## src/rtl/trsw_pkg.sv

```systemverilog
// shared constants, types and helper functions of the tristate remote switch transmitter
package trsw_pkg;

  localparam int PeriodWidth = 16;
  localparam int RepeatWidth = 4;
  localparam int CfgIndexWidth = 1;
  localparam int CfgDataWidth = 16;
  localparam int TritCount = 12;
  localparam int WordWidth = 2 * TritCount;
  localparam int PosWidth = 4;
  localparam int PhaseWidth = 2;
  localparam int SegWidth = 5;

  localparam logic [CfgIndexWidth-1:0] REG_PERIOD_TICKS = 1'd0;
  localparam logic [CfgIndexWidth-1:0] REG_REPEAT_COUNT = 1'd1;

  localparam logic [PeriodWidth-1:0] PERIOD_TICKS_RESET = 16'd375;
  localparam logic [RepeatWidth-1:0] REPEAT_COUNT_RESET = 4'd4;

  localparam logic [PosWidth-1:0] SYNC_POS = 4'd12;
  localparam logic [SegWidth-1:0] SYNC_LOW_PERIODS = 5'd31;
  localparam logic [SegWidth-1:0] SHORT_PERIODS = 5'd1;
  localparam logic [SegWidth-1:0] LONG_PERIODS = 5'd3;

  localparam logic [1:0] TRIT_ZERO = 2'd0;
  localparam logic [1:0] TRIT_ONE = 2'd1;

  typedef logic [WordWidth-1:0] trit_word_t;

  // telegram: group bits, device bits, fixed 0 2 2, then the action
  function automatic trit_word_t pack_word(input logic [3:0] grp, input logic [3:0] dev,
                                           input logic act);
    trit_word_t w;
    w = '0;
    for (int i = 0; i < 4; i++) begin
      w[2*i+1] = grp[i];
      w[2*i+9] = dev[i];
    end
    w[19] = 1'b1;
    w[21] = 1'b1;
    w[23] = act;
    return w;
  endfunction

  // base periods in one segment of a trit or of the sync
  function automatic logic [SegWidth-1:0] seg_len(input trit_word_t w,
                                                  input logic [PosWidth-1:0] pos,
                                                  input logic [PhaseWidth-1:0] ph);
    logic [1:0] t;
    logic [SegWidth-1:0] len;
    t = '0;
    for (int i = 0; i < TritCount; i++) begin
      if (pos == PosWidth'(i)) begin
        t = w[2*i +: 2];
      end
    end
    if (pos >= SYNC_POS) begin
      len = ph[0] ? SYNC_LOW_PERIODS : SHORT_PERIODS;
    end else if (t == TRIT_ZERO) begin
      len = ph[0] ? LONG_PERIODS : SHORT_PERIODS;
    end else if (t == TRIT_ONE) begin
      len = ph[0] ? SHORT_PERIODS : LONG_PERIODS;
    end else begin
      len = (ph == 2'd1 || ph == 2'd2) ? LONG_PERIODS : SHORT_PERIODS;
    end
    return len;
  endfunction

endpackage

```

## src/rtl/trsw_if.sv

```systemverilog
// item channels of the transmitter: command items in, pin results out
interface trsw_in_if;
  logic       valid;
  logic       ready;
  logic       command;
  logic [3:0] group_index;
  logic [3:0] device_index;
  logic       switch_on;

  modport source (output valid, command, group_index, device_index, switch_on, input ready);
  modport sink (input valid, command, group_index, device_index, switch_on, output ready);
endinterface

interface trsw_out_if;
  logic valid;
  logic ready;
  logic pin_level;
  logic busy_res;
  logic frame_done;
  logic rejected;

  modport source (output valid, pin_level, busy_res, frame_done, rejected, input ready);
  modport sink (input valid, pin_level, busy_res, frame_done, rejected, output ready);
endinterface

```

## src/rtl/tristate_remote_switch_transmitter_unit.sv

```systemverilog
// top level: tristate remote switch telegram generator
//
// in_ch takes items that are either one time tick (command 0) or a send
// command (command 1) with group, device and on/off action. out_ch gives
// exactly one result per item: pin level, busy flag, end of telegram flag
// and a flag for a send that arrived while busy.
// The result of an item is registered: it is in the output register on the
// clock after it is accepted. One item is taken per cycle while out_ch does
// not stall; the state update for an item is a single combinational pass
// (16-bit tick compare, segment length lookup) between the state registers
// and the result register. When out_ch stalls, the held result stays and in_ch
// takes one more item only once the output register is free again.
// Reset (rst, synchronous) clears the state to idle, leaves no result valid
// and loads 375 ticks per base period and 4 repeats. The configuration port
// writes period_ticks (index 0) or repeat_count (index 1); a change while
// sending takes effect at once.
module tristate_remote_switch_transmitter_unit
  import trsw_pkg::*;
(
  input  logic                     clk,
  input  logic                     rst,
  input  logic                     cfg_write,
  input  logic [CfgIndexWidth-1:0] cfg_index,
  input  logic [CfgDataWidth-1:0]  cfg_data,
  trsw_in_if.sink                  in_ch,
  trsw_out_if.source               out_ch
);

  logic [PeriodWidth-1:0] period_ticks;
  logic [RepeatWidth-1:0] repeat_count;

  trit_word_t             trit_word, trit_word_next;
  logic [PosWidth-1:0]    trit_position, trit_position_next;
  logic [PhaseWidth-1:0]  pulse_phase, pulse_phase_next;
  logic [SegWidth-1:0]    periods_left, periods_left_next;
  logic [PeriodWidth-1:0] tick_count, tick_count_next;
  logic [RepeatWidth-1:0] repeats_done, repeats_done_next;
  logic                   sending, sending_next;
  logic                   done, rej;

  logic                   out_valid;
  logic                   accept;
  logic [PeriodWidth-1:0] per, tick_inc;
  logic [SegWidth-1:0]    pl_dec;
  logic [RepeatWidth-1:0] rc, rd_inc;

  assign in_ch.ready = !out_valid || out_ch.ready;
  assign accept = in_ch.valid && in_ch.ready;

  always_ff @(posedge clk) begin
    if (rst) begin
      period_ticks <= PERIOD_TICKS_RESET;
      repeat_count <= REPEAT_COUNT_RESET;
    end else if (cfg_write) begin
      case (cfg_index)
        REG_PERIOD_TICKS: period_ticks <= cfg_data;
        REG_REPEAT_COUNT: repeat_count <= cfg_data[RepeatWidth-1:0];
        default: ;
      endcase
    end
  end

  assign per = (period_ticks == '0) ? PeriodWidth'(1) : period_ticks;
  assign rc = (repeat_count == '0) ? RepeatWidth'(1) : repeat_count;
  assign tick_inc = tick_count + PeriodWidth'(1);
  assign pl_dec = (periods_left != '0) ? periods_left - SegWidth'(1) : '0;
  assign rd_inc = repeats_done + RepeatWidth'(1);

  always_comb begin
    trit_word_next = trit_word;
    trit_position_next = trit_position;
    pulse_phase_next = pulse_phase;
    periods_left_next = periods_left;
    tick_count_next = tick_count;
    repeats_done_next = repeats_done;
    sending_next = sending;
    done = 1'b0;
    rej = 1'b0;
    if (in_ch.command) begin
      if (sending) begin
        rej = 1'b1;
      end else begin
        trit_word_next = pack_word(in_ch.group_index, in_ch.device_index, in_ch.switch_on);
        trit_position_next = '0;
        pulse_phase_next = '0;
        tick_count_next = '0;
        repeats_done_next = '0;
        sending_next = 1'b1;
        periods_left_next = seg_len(trit_word_next, '0, '0);
      end
    end else if (sending) begin
      tick_count_next = tick_inc;
      if (tick_inc >= per || tick_inc == '0) begin
        tick_count_next = '0;
        periods_left_next = pl_dec;
        if (pl_dec == '0) begin
          if (trit_position < SYNC_POS) begin
            if (pulse_phase == 2'd3) begin
              pulse_phase_next = '0;
              trit_position_next = trit_position + PosWidth'(1);
            end else begin
              pulse_phase_next = pulse_phase + PhaseWidth'(1);
            end
          end else if (pulse_phase == '0) begin
            pulse_phase_next = 2'd1;
          end else begin
            repeats_done_next = rd_inc;
            pulse_phase_next = '0;
            trit_position_next = '0;
            if (rd_inc >= rc || rd_inc == '0) begin
              sending_next = 1'b0;
              done = 1'b1;
            end
          end
          periods_left_next = sending_next
                              ? seg_len(trit_word, trit_position_next, pulse_phase_next)
                              : '0;
        end
      end
    end
  end

  always_ff @(posedge clk) begin
    if (rst) begin
      trit_word <= '0;
      trit_position <= '0;
      pulse_phase <= '0;
      periods_left <= '0;
      tick_count <= '0;
      repeats_done <= '0;
      sending <= 1'b0;
      out_valid <= 1'b0;
    end else begin
      if (accept) begin
        trit_word <= trit_word_next;
        trit_position <= trit_position_next;
        pulse_phase <= pulse_phase_next;
        periods_left <= periods_left_next;
        tick_count <= tick_count_next;
        repeats_done <= repeats_done_next;
        sending <= sending_next;
        out_valid <= 1'b1;
      end else if (out_ch.ready) begin
        out_valid <= 1'b0;
      end
    end
  end

  // result register
  always_ff @(posedge clk) begin
    if (accept) begin
      out_ch.pin_level <= sending_next && !pulse_phase_next[0];
      out_ch.busy_res <= sending_next;
      out_ch.frame_done <= done;
      out_ch.rejected <= rej;
    end
  end

  assign out_ch.valid = out_valid;

endmodule

```

## src/flat_wrapper.sv

```systemverilog
// flat-port wrapper written by rule: the top's interface ports become plain ports
module tristate_remote_switch_transmitter_unit_flat import trsw_pkg::*;
  (clk, rst, cfg_write, cfg_index, cfg_data, in_ch_valid, in_ch_command, in_ch_group_index, in_ch_device_index, in_ch_switch_on, in_ch_ready, out_ch_valid, out_ch_pin_level, out_ch_busy_res, out_ch_frame_done, out_ch_rejected, out_ch_ready);
  trsw_in_if in_ch_i ();
  trsw_out_if out_ch_i ();
  input  logic clk;
  input  logic rst;
  input  logic cfg_write;
  input  logic [CfgIndexWidth-1:0] cfg_index;
  input  logic [CfgDataWidth-1:0] cfg_data;
  input wire logic [$bits(in_ch_i.valid)-1:0] in_ch_valid;
  input wire logic [$bits(in_ch_i.command)-1:0] in_ch_command;
  input wire logic [$bits(in_ch_i.group_index)-1:0] in_ch_group_index;
  input wire logic [$bits(in_ch_i.device_index)-1:0] in_ch_device_index;
  input wire logic [$bits(in_ch_i.switch_on)-1:0] in_ch_switch_on;
  output wire logic [$bits(in_ch_i.ready)-1:0] in_ch_ready;
  output wire logic [$bits(out_ch_i.valid)-1:0] out_ch_valid;
  output wire logic [$bits(out_ch_i.pin_level)-1:0] out_ch_pin_level;
  output wire logic [$bits(out_ch_i.busy_res)-1:0] out_ch_busy_res;
  output wire logic [$bits(out_ch_i.frame_done)-1:0] out_ch_frame_done;
  output wire logic [$bits(out_ch_i.rejected)-1:0] out_ch_rejected;
  input wire logic [$bits(out_ch_i.ready)-1:0] out_ch_ready;
  assign in_ch_i.valid = in_ch_valid;
  assign in_ch_i.command = in_ch_command;
  assign in_ch_i.group_index = in_ch_group_index;
  assign in_ch_i.device_index = in_ch_device_index;
  assign in_ch_i.switch_on = in_ch_switch_on;
  assign in_ch_ready = in_ch_i.ready;
  assign out_ch_valid = out_ch_i.valid;
  assign out_ch_pin_level = out_ch_i.pin_level;
  assign out_ch_busy_res = out_ch_i.busy_res;
  assign out_ch_frame_done = out_ch_i.frame_done;
  assign out_ch_rejected = out_ch_i.rejected;
  assign out_ch_i.ready = out_ch_ready;
  tristate_remote_switch_transmitter_unit u_core (.clk(clk), .rst(rst), .cfg_write(cfg_write), .cfg_index(cfg_index), .cfg_data(cfg_data), .in_ch(in_ch_i), .out_ch(out_ch_i));
endmodule
```

## config.mk

```make
export PLATFORM = sky130hd
export DESIGN_NAME = tristate_remote_switch_transmitter_unit_flat
export DESIGN_NICKNAME = d
export VERILOG_FILES = /design/src/rtl/trsw_pkg.sv /design/src/rtl/trsw_if.sv /design/src/rtl/tristate_remote_switch_transmitter_unit.sv /design/src/flat_wrapper.sv
export SDC_FILE = /design/constraint.sdc
export NUM_CORES = 1
export LEC_CHECK = 0
export ABC_CLOCK_PERIOD_IN_PS = 4100
export BUFFER_PORTS_ARGS = -buffer_cell sky130_fd_sc_hd__buf_2
export CAP_MARGIN = 40
export CORE_MARGIN = 4
export CORE_UTILIZATION = 60
export CTS_BUF_LIST = sky130_fd_sc_hd__clkbuf_16
export DETAILED_ROUTE_END_ITERATION = 16
export PLACE_DENSITY_LB_ADDON = 0.25
export SETUP_SLACK_MARGIN = 0.1
export SLEW_MARGIN = 20
export SYNTH_ARGS = -nofsm -noshare
export SYNTH_HDL_FRONTEND = slang
export SYNTH_SLANG_ARGS = --single-unit
```

## constraint.sdc

```tcl
create_clock -name clk -period 4.1 [get_ports clk]
set_input_delay 1.23 -clock clk [delete_from_list [all_inputs] [get_ports clk]]
set_output_delay 1.23 -clock clk [all_outputs]
set_load 0.01 [all_outputs]
```

# Word-level counts from Yosys, hierarchy flattened
# Cells that the tools add are included.
# classes
reduce_logical,30
magnitude_cmp,4
n_eq_ne,19
n_bitwise,4
muxes,85
n_addsub,5
# ops
operator,n
two-way mux 16 bit,5
two-way mux 4 bit,19
two-way mux 2 bit,33
two-way mux 5 bit,12
zero test 16 bit,2
"adder 16 x 1 -> 16 bit, second input constant",1
"equality test 4 x 3 -> 1 bit, second input constant",4
"equality test 4 bit, second input constant",4
>= comparator 16 bit,1
two-way mux 1 bit,16
zero test 4 bit,3
"adder 4 x 1 -> 4 bit, second input constant",2
"equality test 4 x 2 -> 1 bit, second input constant",2
nonzero test 2 bit,4
AND reduction 7 bit,1
"equality test 2 x 1 -> 1 bit, second input constant",3
zero test 2 bit,3
"inequality test 2 bit, second input constant",3
AND reduction 3 bit,2
OR reduction 6 bit,1
zero test 5 bit,1
AND reduction 5 bit,1
nonzero test 5 bit,1
"subtractor 5 x 1 -> 5 bit, second input constant",1
12 further kinds,22
# totals
in_bits,32
wordCells,162
ff_bits,68
out_inout_bits,6

# Logic depth before layout (Yosys ltp)
# Gate-level depths: netlist of run 1.
# depth
depth_word,33
depth_mapped,16
mapped_depth_nobuf,13

# Worst setup path before layout of run 1
# OpenSTA, ideal clock, no wires.
# synth_timing
kind,reg2reg
from,reg u_core.tick_count[0]
to,reg u_core.pulse_phase[0]
setup_ns,0.120
period_less_slack_ns,3.714
stages_incl_launch_ff,17
path_slack_ns,0.386
path_buffers,3
required_time_ns,3.980
arrival_ns,3.594
cell_sequence,dfxtp_1 ha_1 clkbuf_2 and3_1 clkbuf_1 nand4_1 xnor2_1 ha_1 and4_1 a21o_1 o2bb2ai_1 a211oi_1 o31ai_4 and2b_1 buf_6 and4_2 a211o_1
# synth_between
elab_chain_cells,6
elab_cells_between_ends,7
cone_classes,1 x add/sub; 1 x order compare; 3 x mux; 2 x reduce/logical
# synth_lines
element,line,text
"start, declared",tristate_remote_switch_transmitter_unit.sv:36,"logic [PeriodWidth-1:0] tick_count, tick_count_next;"
"start signal, assigned",tristate_remote_switch_transmitter_unit.sv:139,tick_count <= tick_count_next;
adder 16 x 1 -> 16 bit *,tristate_remote_switch_transmitter_unit.sv:65,assign tick_inc = tick_count + PeriodWidth'(1);
>= comparator 16 bit / zero test 16 bit (equally long branches),tristate_remote_switch_transmitter_unit.sv:93,if (tick_inc >= per || tick_inc == '0) begin
logical OR 1 bit *,tristate_remote_switch_transmitter_unit.sv:93,
two-way mux 2 bit *,tristate_remote_switch_transmitter_unit.sv:93,
two-way mux 2 bit *,tristate_remote_switch_transmitter_unit.sv:91,end else if (sending) begin
two-way mux 2 bit *,tristate_remote_switch_transmitter_unit.sv:79,if (in_ch.command) begin
"end signal, assigned",tristate_remote_switch_transmitter_unit.sv:137,pulse_phase <= pulse_phase_next;
"end, declared",tristate_remote_switch_transmitter_unit.sv:34,"logic [PhaseWidth-1:0] pulse_phase, pulse_phase_next;"
# Mark *: on every way between the ends. The rest lies on a longest branch, timed or not. The select of a mux whose other input is x is not followed.
# A chain may end at the register's enable or synchronous reset.

# Worst setup path in the final report of run 1
# layout_timing
from,reg u_core.tick_count[1]
to,reg u_core.pulse_phase[0]
# The elaborated chain is that of the path after synthesis.

==> results of run 1 <==
==> sequential cells by signal (all words and copies together) (netlist names), 2 cells and up <==
name and flops:
u_core.repeat_count 4, u_core.repeats_done 4, u_core.trit_word 10, u_core.periods_left 5, u_core.period_ticks 16, u_core.pulse_phase 2
u_core.tick_count 16, u_core.trit_position 4
==> stage by stage <==
stage	instances	cell area [um^2]	hold WS, ps	utilization	power (mW)
after floorplan	537	4280	426	-	0.806
after global placement	642	4460	435	0.649	0.852
after detailed placement	642	4460	441	0.649	0.857
after CTS	658	4790	455	0.697	1.71
after global routing	658	4800	478	0.698	1.77
final	658	4800	452	0.698	1.71
==> worst max-delay path, cell delays in order, from the launching register on <==
cell      delay, ps
dfxtp_1         470
ha_2            330
nand4_1         150
nor4_1          410
xor2_1          290
ha_1            290
and4_1          220
and3_1          170
a211oi_1        290
buf_4           190
o31ai_4         120
and2b_2         320
and4_2          210
a211o_1         220
==> cell families (layout without fill, tap and decap cells) <==
group                    after synthesis  after routing  share of synthesized area
AND/OR/NAND/NOR                      213            213                      0.261
AO/OA/AOI/OAI                        137            137                      0.214
buffers and inverters                 69             94                     0.0719
flip-flops                            67             67                      0.323
adder cells (fa/ha/maj)               28             28                     0.0819
XOR/XNOR                              19             19                     0.0389
multiplexers                           4              4                    0.00994
==> power groups by stage <==
stage          registers, mW  clock network (mW)  logic [mW]
6_report               0.694               0.868       0.153
5_1_grt                0.696               0.900       0.172
4_1_cts                0.693               0.866       0.151
3_5_place_dp           0.707                   0       0.149
3_3_place_gp           0.706                   0       0.145
2_1_floorplan          0.705                   0       0.100
==> cell usage after synthesis (all sizes together) (10+ instances only) <==
cell / count
a21oi: 54
clkbuf: 25
dfxtp: 63
ha: 28
inv: 34
nand2: 74
nand3: 37
nand4: 12
nor2: 25
nor4: 10
o21ai: 17
xnor2: 11
==> cell usage in the layout (no fill, tap or decap), types with 9 or more instances in the layout <==
cell,count
buf_2,37
o21ai_0,17
a21oi_1,54
nand4_1,11
dfxtp_1,62
xnor2_1,11
clkbuf_16,10
nand3_1,37
nor4_1,9
inv_1,34
nand2_1,73
ha_1,27
nor3_1,9
o211ai_1,9
nor2_1,25
==> layout make-up <==
class                   instances  share of cell area
well taps                      96              0.0250
flip-flops and latches         67               0.288
clock buffers                  10              0.0522
clock inverters                 6              0.0177
inverters                      34              0.0266
multi-input cells             401               0.541
repair buffers                 44              0.0496
==> worst min-delay path by stage <==
| stage | from | endpoint | slack, ps | cells after the start |
|---|---|---|---|---|
| final | u_core.trit_word[15] | u_core.trit_word[15] | 450 | 2 |
| after global routing | u_core.trit_word[3] | u_core.trit_word[3] | 480 | 2 |
| after CTS | u_core.trit_word[15] | u_core.trit_word[15] | 460 | 2 |
| after detailed placement | u_core.trit_word[21] | u_core.trit_word[21] | 440 | 2 |
| after global placement | u_core.trit_word[21] | u_core.trit_word[21] | 430 | 2 |
| after floorplan | u_core.trit_word[21] | u_core.trit_word[21] | 430 | 2 |
==> per-layer routing <==
| layer | part of all wire | GRT usage | wire length [um] |
|---|---|---|---|
| met1 | 0.44 | 0.318 | 4660 |
| met4 | 0.023 | 0.0953 | 242 |
| met5 | 0 | 0 | 0 |
| met3 | 0.056 | 0.0504 | 590 |
| met2 | 0.48 | 0.407 | 5080 |
==> what timing repair did <==
item	CTS	global route
endpoints found under the setup margin	0	17
gates resized for setup	0	5
setup buffers	0	0
==> run_results.csv, run 1 <==
group,metric,value,unit
power_and_ir_drop,power.density,358,nW/um^2
logic_synthesis,synth_flop_cell,"dfxtp_1",
placement,portBuffers,37,
setup_path,arrival,4010,ps
power_and_ir_drop,power.switching,0.412,mW
setup_path,worstPathRequired,4330,ps
timing,fin_tns_setup,0,ps
grt,grt_max_degree,38,
grt,grt_pass1_wl,17300,um
setup_path,startpoint,"u_core.tick_count[1]",
timing,worst_pin_slew,677,ps
clock_tree,cts_root_buffer,"clkbuf_16",
power_and_ir_drop,leakage,2.03,nW
logic_synthesis,synth_edf_count,4,
status,status,"finished clean",
floorplan,rows,30,
timing,rsz0062_at_grt,"no",
logic_synthesis,synth_cells,537,
power_and_ir_drop,pwr-share-comb,0.089,
timing,period_share,0.922,
timing,fin_skew,6.27,ps
drt,drc_errors,0,
power_and_ir_drop,seq_power_share,0.404,
clock_tree,cts.sinks,67,
logic_synthesis,synthArstFlopShare,0,
cells_and_area,layout.nets,617,
floorplan,io_pins,38,
drt,first_iter_violations,277,
drt,dr.pass1.iters,6,
logic_synthesis,synth.ff_latch_count,67,
timing,drv_slew,0,
floorplan,start_util,0.623,
grt,grt-ovfl-total,0,
power_and_ir_drop,p_sw_frac,0.241,
setup_path,cp_max_fo,10,
timing,finalSetupViolCount,0,
floorplan,placeableCoreArea,6870,um^2
clock_tree,cts_max_path_buffers,2,
drt,via_count,4045,
logic_synthesis,syn-mean-instance-area,7.97,um^2
setup_path,r2r_slack,320,ps
power_and_ir_drop,pwr-share-clk,0.506,
run,cap_viol_max_count,0,
timing,worst_slack,319,ps
logic_synthesis,synth_area_leaders,"dfxtp_1 29%, ha_1 8.2%, nand2_1 6.4%",
drt,ant_nets,0,
timing,clock.fmax,0.265,GHz
setup_path,rr_worst_depth,13,
cells_and_area,seq_area,1380,um^2
setup_path,startpoint_type,"flip-flop",
logic_synthesis,syn_nets,597,
drt,wl_per_cell,16.1,um
logic_synthesis,synth_top_cell_by_area,"dfxtp_1",
cells_and_area,n_antenna_cell,0,
cells_and_area,fillers,559,
cells_and_area,area_growth,12.1,%
worst_hold_path,min_path_type,"reg2reg",
grt,track_usage,0.247,
clock_tree,cts_tree,"done",
timing,finalHoldViolCount,0,
logic_synthesis,yosys_warnings,0,
placement,hpwl,7420,um
placement,gp_congestion,0.933,
setup_path,rr_endpoint,"u_core.pulse_phase[0]",
setup_path,critPathKind,"reg2reg",
drt,wl,10600,um
drt,routed_via_density,6.15,
logic_synthesis,synth_top_area_share,0.295,
floorplan,chipHeight,92.4,um
cells_and_area,multi_input_area,2590,um^2
logic_synthesis,yosysSeqAreaShare,0.323,
clock_tree,clkLatencyLatePin,340,ps
logic_synthesis,netlist-cell-type-count,76,
timing,period_needed,3780,ps
grt,antenna_found_initial,0,
cells_and_area,drive_gt1_frac,0.137,
setup_path,reg2reg_from,"u_core.tick_count[1]",
placement,place_ws,221,ps
setup_path,crit_path_end_kind,"flip-flop",
logic_synthesis,synth.cell_area,4280,um^2
power_and_ir_drop,ir_worst_vdd,0.000232,V
timing,max_slew_margin,0.545,
clock_tree,postCtsHoldBufs,0,
setup_path,crit_path_end,"u_core.pulse_phase[0]",
grt,first_global_vias,3713,
clock_tree,cts-buffers-inserted,9,
floorplan,die_w,92.4,um
floorplan,die-area,8540,um^2
clock_tree,htreeDepth,3,
power_and_ir_drop,p_int,1.30,mW
clock_tree,clkTransAtPathRegs,60,ps
Power figures use the tool's default switching activity.
==> run 2: changes to the inputs <==
CORE_ASPECT_RATIO = 2   (was default)
GPL_ROUTABILITY_DRIVEN = 0   (was default)
REMOVE_ABC_BUFFERS = 1   (was default)
==> run 2 against run 1 <==
Effect of this change:
- utilization decreased by 0.63 points
- clock skew rose by 3.2 ps
- die area grew 0.96%
- hold slack improved by 7.4 ps
- first-iteration DRC count decreased by 16%
- maximum frequency rose by 0.54%
- power fell by 2.5%
- critical path type unchanged
- largest power group unchanged
- highest routed layer unchanged
==> run_results.csv, run 2 (same netlist as run 1, synthesis figures left out) <==
group,metric,value,unit
status,status,"finished clean",
setup_path,arrival,3990,ps
run,cap_viol_max_count,0,
floorplan,rows,43,
timing,period_share,0.917,
floorplan,chipHeight,127,um
clock_tree,cts-buffers-inserted,9,
grt,grt_max_degree,55,
timing,rsz0062_at_grt,"no",
cells_and_area,layout_commonest_cell,"nand2_1",
timing,drv_slew,0,
clock_tree,htreeDepth,3,
drt,first_iter_violations,232,
clock_tree,cts_tree,"done",
grt,antenna_found_initial,0,
cells_and_area,drive_gt1_frac,0.146,
floorplan,io_pins,38,
drt,wl_per_cell,17.1,um
setup_path,cp_max_fo,12,
timing,finalHoldViolCount,0,
placement,hpwl,8180,um
drt,drc_errors,0,
placement,postPlaceCellArea,4460,um^2
clock_tree,clkLatencyLatePin,340,ps
setup_path,worstPathRequired,4330,ps
setup_path,crit_path_end_kind,"flip-flop",
power_and_ir_drop,power,1.67,mW
grt,use_met2,0.513,
timing,clock.fmax,0.266,GHz
power_and_ir_drop,ir_worst_vdd,0.000271,V
grt,first_global_vias,3913,
drt,ant_nets,0,
setup_path,startpoint_type,"flip-flop",
floorplan,placeableCoreArea,6940,um^2
cells_and_area,final_cell_mix,"73 x nand2_1, 61 x dfxtp_1, 54 x a21oi_1, 37 x nand3_1, 37 x buf_2",
grt,grt_pass1_wl,17900,um
cells_and_area,reg_top3,"u_core.period_ticks (16), u_core.tick_count (16), u_core.trit_word (10)",
worst_hold_path,min_path_type,"reg2reg",
drt,via_count,4116,
drt,routed_via_density,6.30,
grt,track_usage,0.270,
timing,fin_tns_setup,0,ps
clock_tree,clkTransAtPathRegs,60,ps
grt,grt-ovfl-total,0,
setup_path,critPathKind,"reg2reg",
timing,worst_pin_slew,694,ps
timing,period_needed,3760,ps
floorplan,die-area,8630,um^2
grt,use_met1,0.252,
cells_and_area,final_cell_area,4800,um^2
placement,portBuffers,37,
floorplan,die_w,67.7,um
cells_and_area,area_growth,12.3,%
grt,top_usage_layer,"met2",
floorplan,start_util,0.616,
power_and_ir_drop,power.density,348,nW/um^2
timing,finalSetupViolCount,0,
clock_tree,cts_root_buffer,"clkbuf_16",
drt,wl,11100,um
cells_and_area,n_antenna_cell,0,
clock_tree,postCtsHoldBufs,0,
clock_tree,cts_max_path_buffers,2,
cells_and_area,layout.nets,618,
clock_tree,cts.sinks,67,
drt,dr.pass1.iters,7,
power_and_ir_drop,leakage,2.04,nW
grt,met3_usage,0.0422,
timing,max_slew_margin,0.534,
timing,fin_skew,9.43,ps
## run 2: cell count changes in the layout (fill, tap and decap cells not counted), sizes merged
cell / previous run / this run
buf: 44 / 45
clkinv: 1 / 2
bufinv: 2 / 1
## run 2: worst paths after layout
kind	end	depth (start not counted)	slack (ps)	from
min reg2reg	u_core.repeat_count[0]	2	460	u_core.repeat_count[0]
max	u_core.pulse_phase[0]	13	340	u_core.tick_count[4]
min	u_core.repeat_count[0]	2	460	u_core.repeat_count[0]
max reg2reg	u_core.pulse_phase[0]	13	340	u_core.tick_count[4]
## run 2: layout make-up
| cell class | instances | area, um^2 |
|---|---|---|
| clock buffer | 10 | 250 |
| clock inverter | 6 | 71.3 |
| fill | 603 | 2140 |
| inverter | 34 | 128 |
| multi-input combinational | 401 | 2610 |
| sequential | 67 | 1380 |
| tap | 90 | 113 |
| timing repair buffer | 45 | 245 |
## run 2: report_power, final
part / switching (mW) / total [mW] / internal, mW
Sequential: 0.0150 / 0.694 / 0.679
Clock: 0.310 / 0.822 / 0.511
Combinational: 0.0992 / 0.156 / 0.0568
## run 2: timing repair
| item | CTS | global route |
|---|---|---|
| buffers inserted | 0 | 0 |
| endpoints found under the setup margin | 0 | 19 |
| gates resized for setup | 0 | 7 |
## run 2: critical path, cell delays in order, from the launching register on
cell and delay (ps):
dfxtp_1 540, nand3_1 260, nor4_2 370, xor2_1 270, ha_1 300, and4_1 240
a21o_1 190, o2bb2ai_1 130, a211oi_1 250, buf_4 180, o31ai_4 120, and2b_1 330
and4_2 240, a211o_1 230
## run 2: through the flow
| stage | utilization | worst slack (ps) | hold slack [ps] | cells |
|---|---|---|---|---|
| after floorplan | - | 491 | 420 | 502 |
| after global placement | 0.642 | 351 | 442 | 637 |
| after detailed placement | 0.642 | 169 | 451 | 637 |
| after CTS | 0.688 | 124 | 456 | 653 |
| after global routing | 0.692 | 139 | 473 | 653 |
| final | 0.692 | 340 | 459 | 653 |
## run 2: per-layer routing
metal / routed length [um] / vias to the layer above / part of all wire
met3: 467 / 51 / 0.042
met5: 0 / - / 0
met2: 6330 / 146 / 0.57
met4: 535 / 0 / 0.048
li1: - / 1988 / -
met1: 3810 / 1931 / 0.34
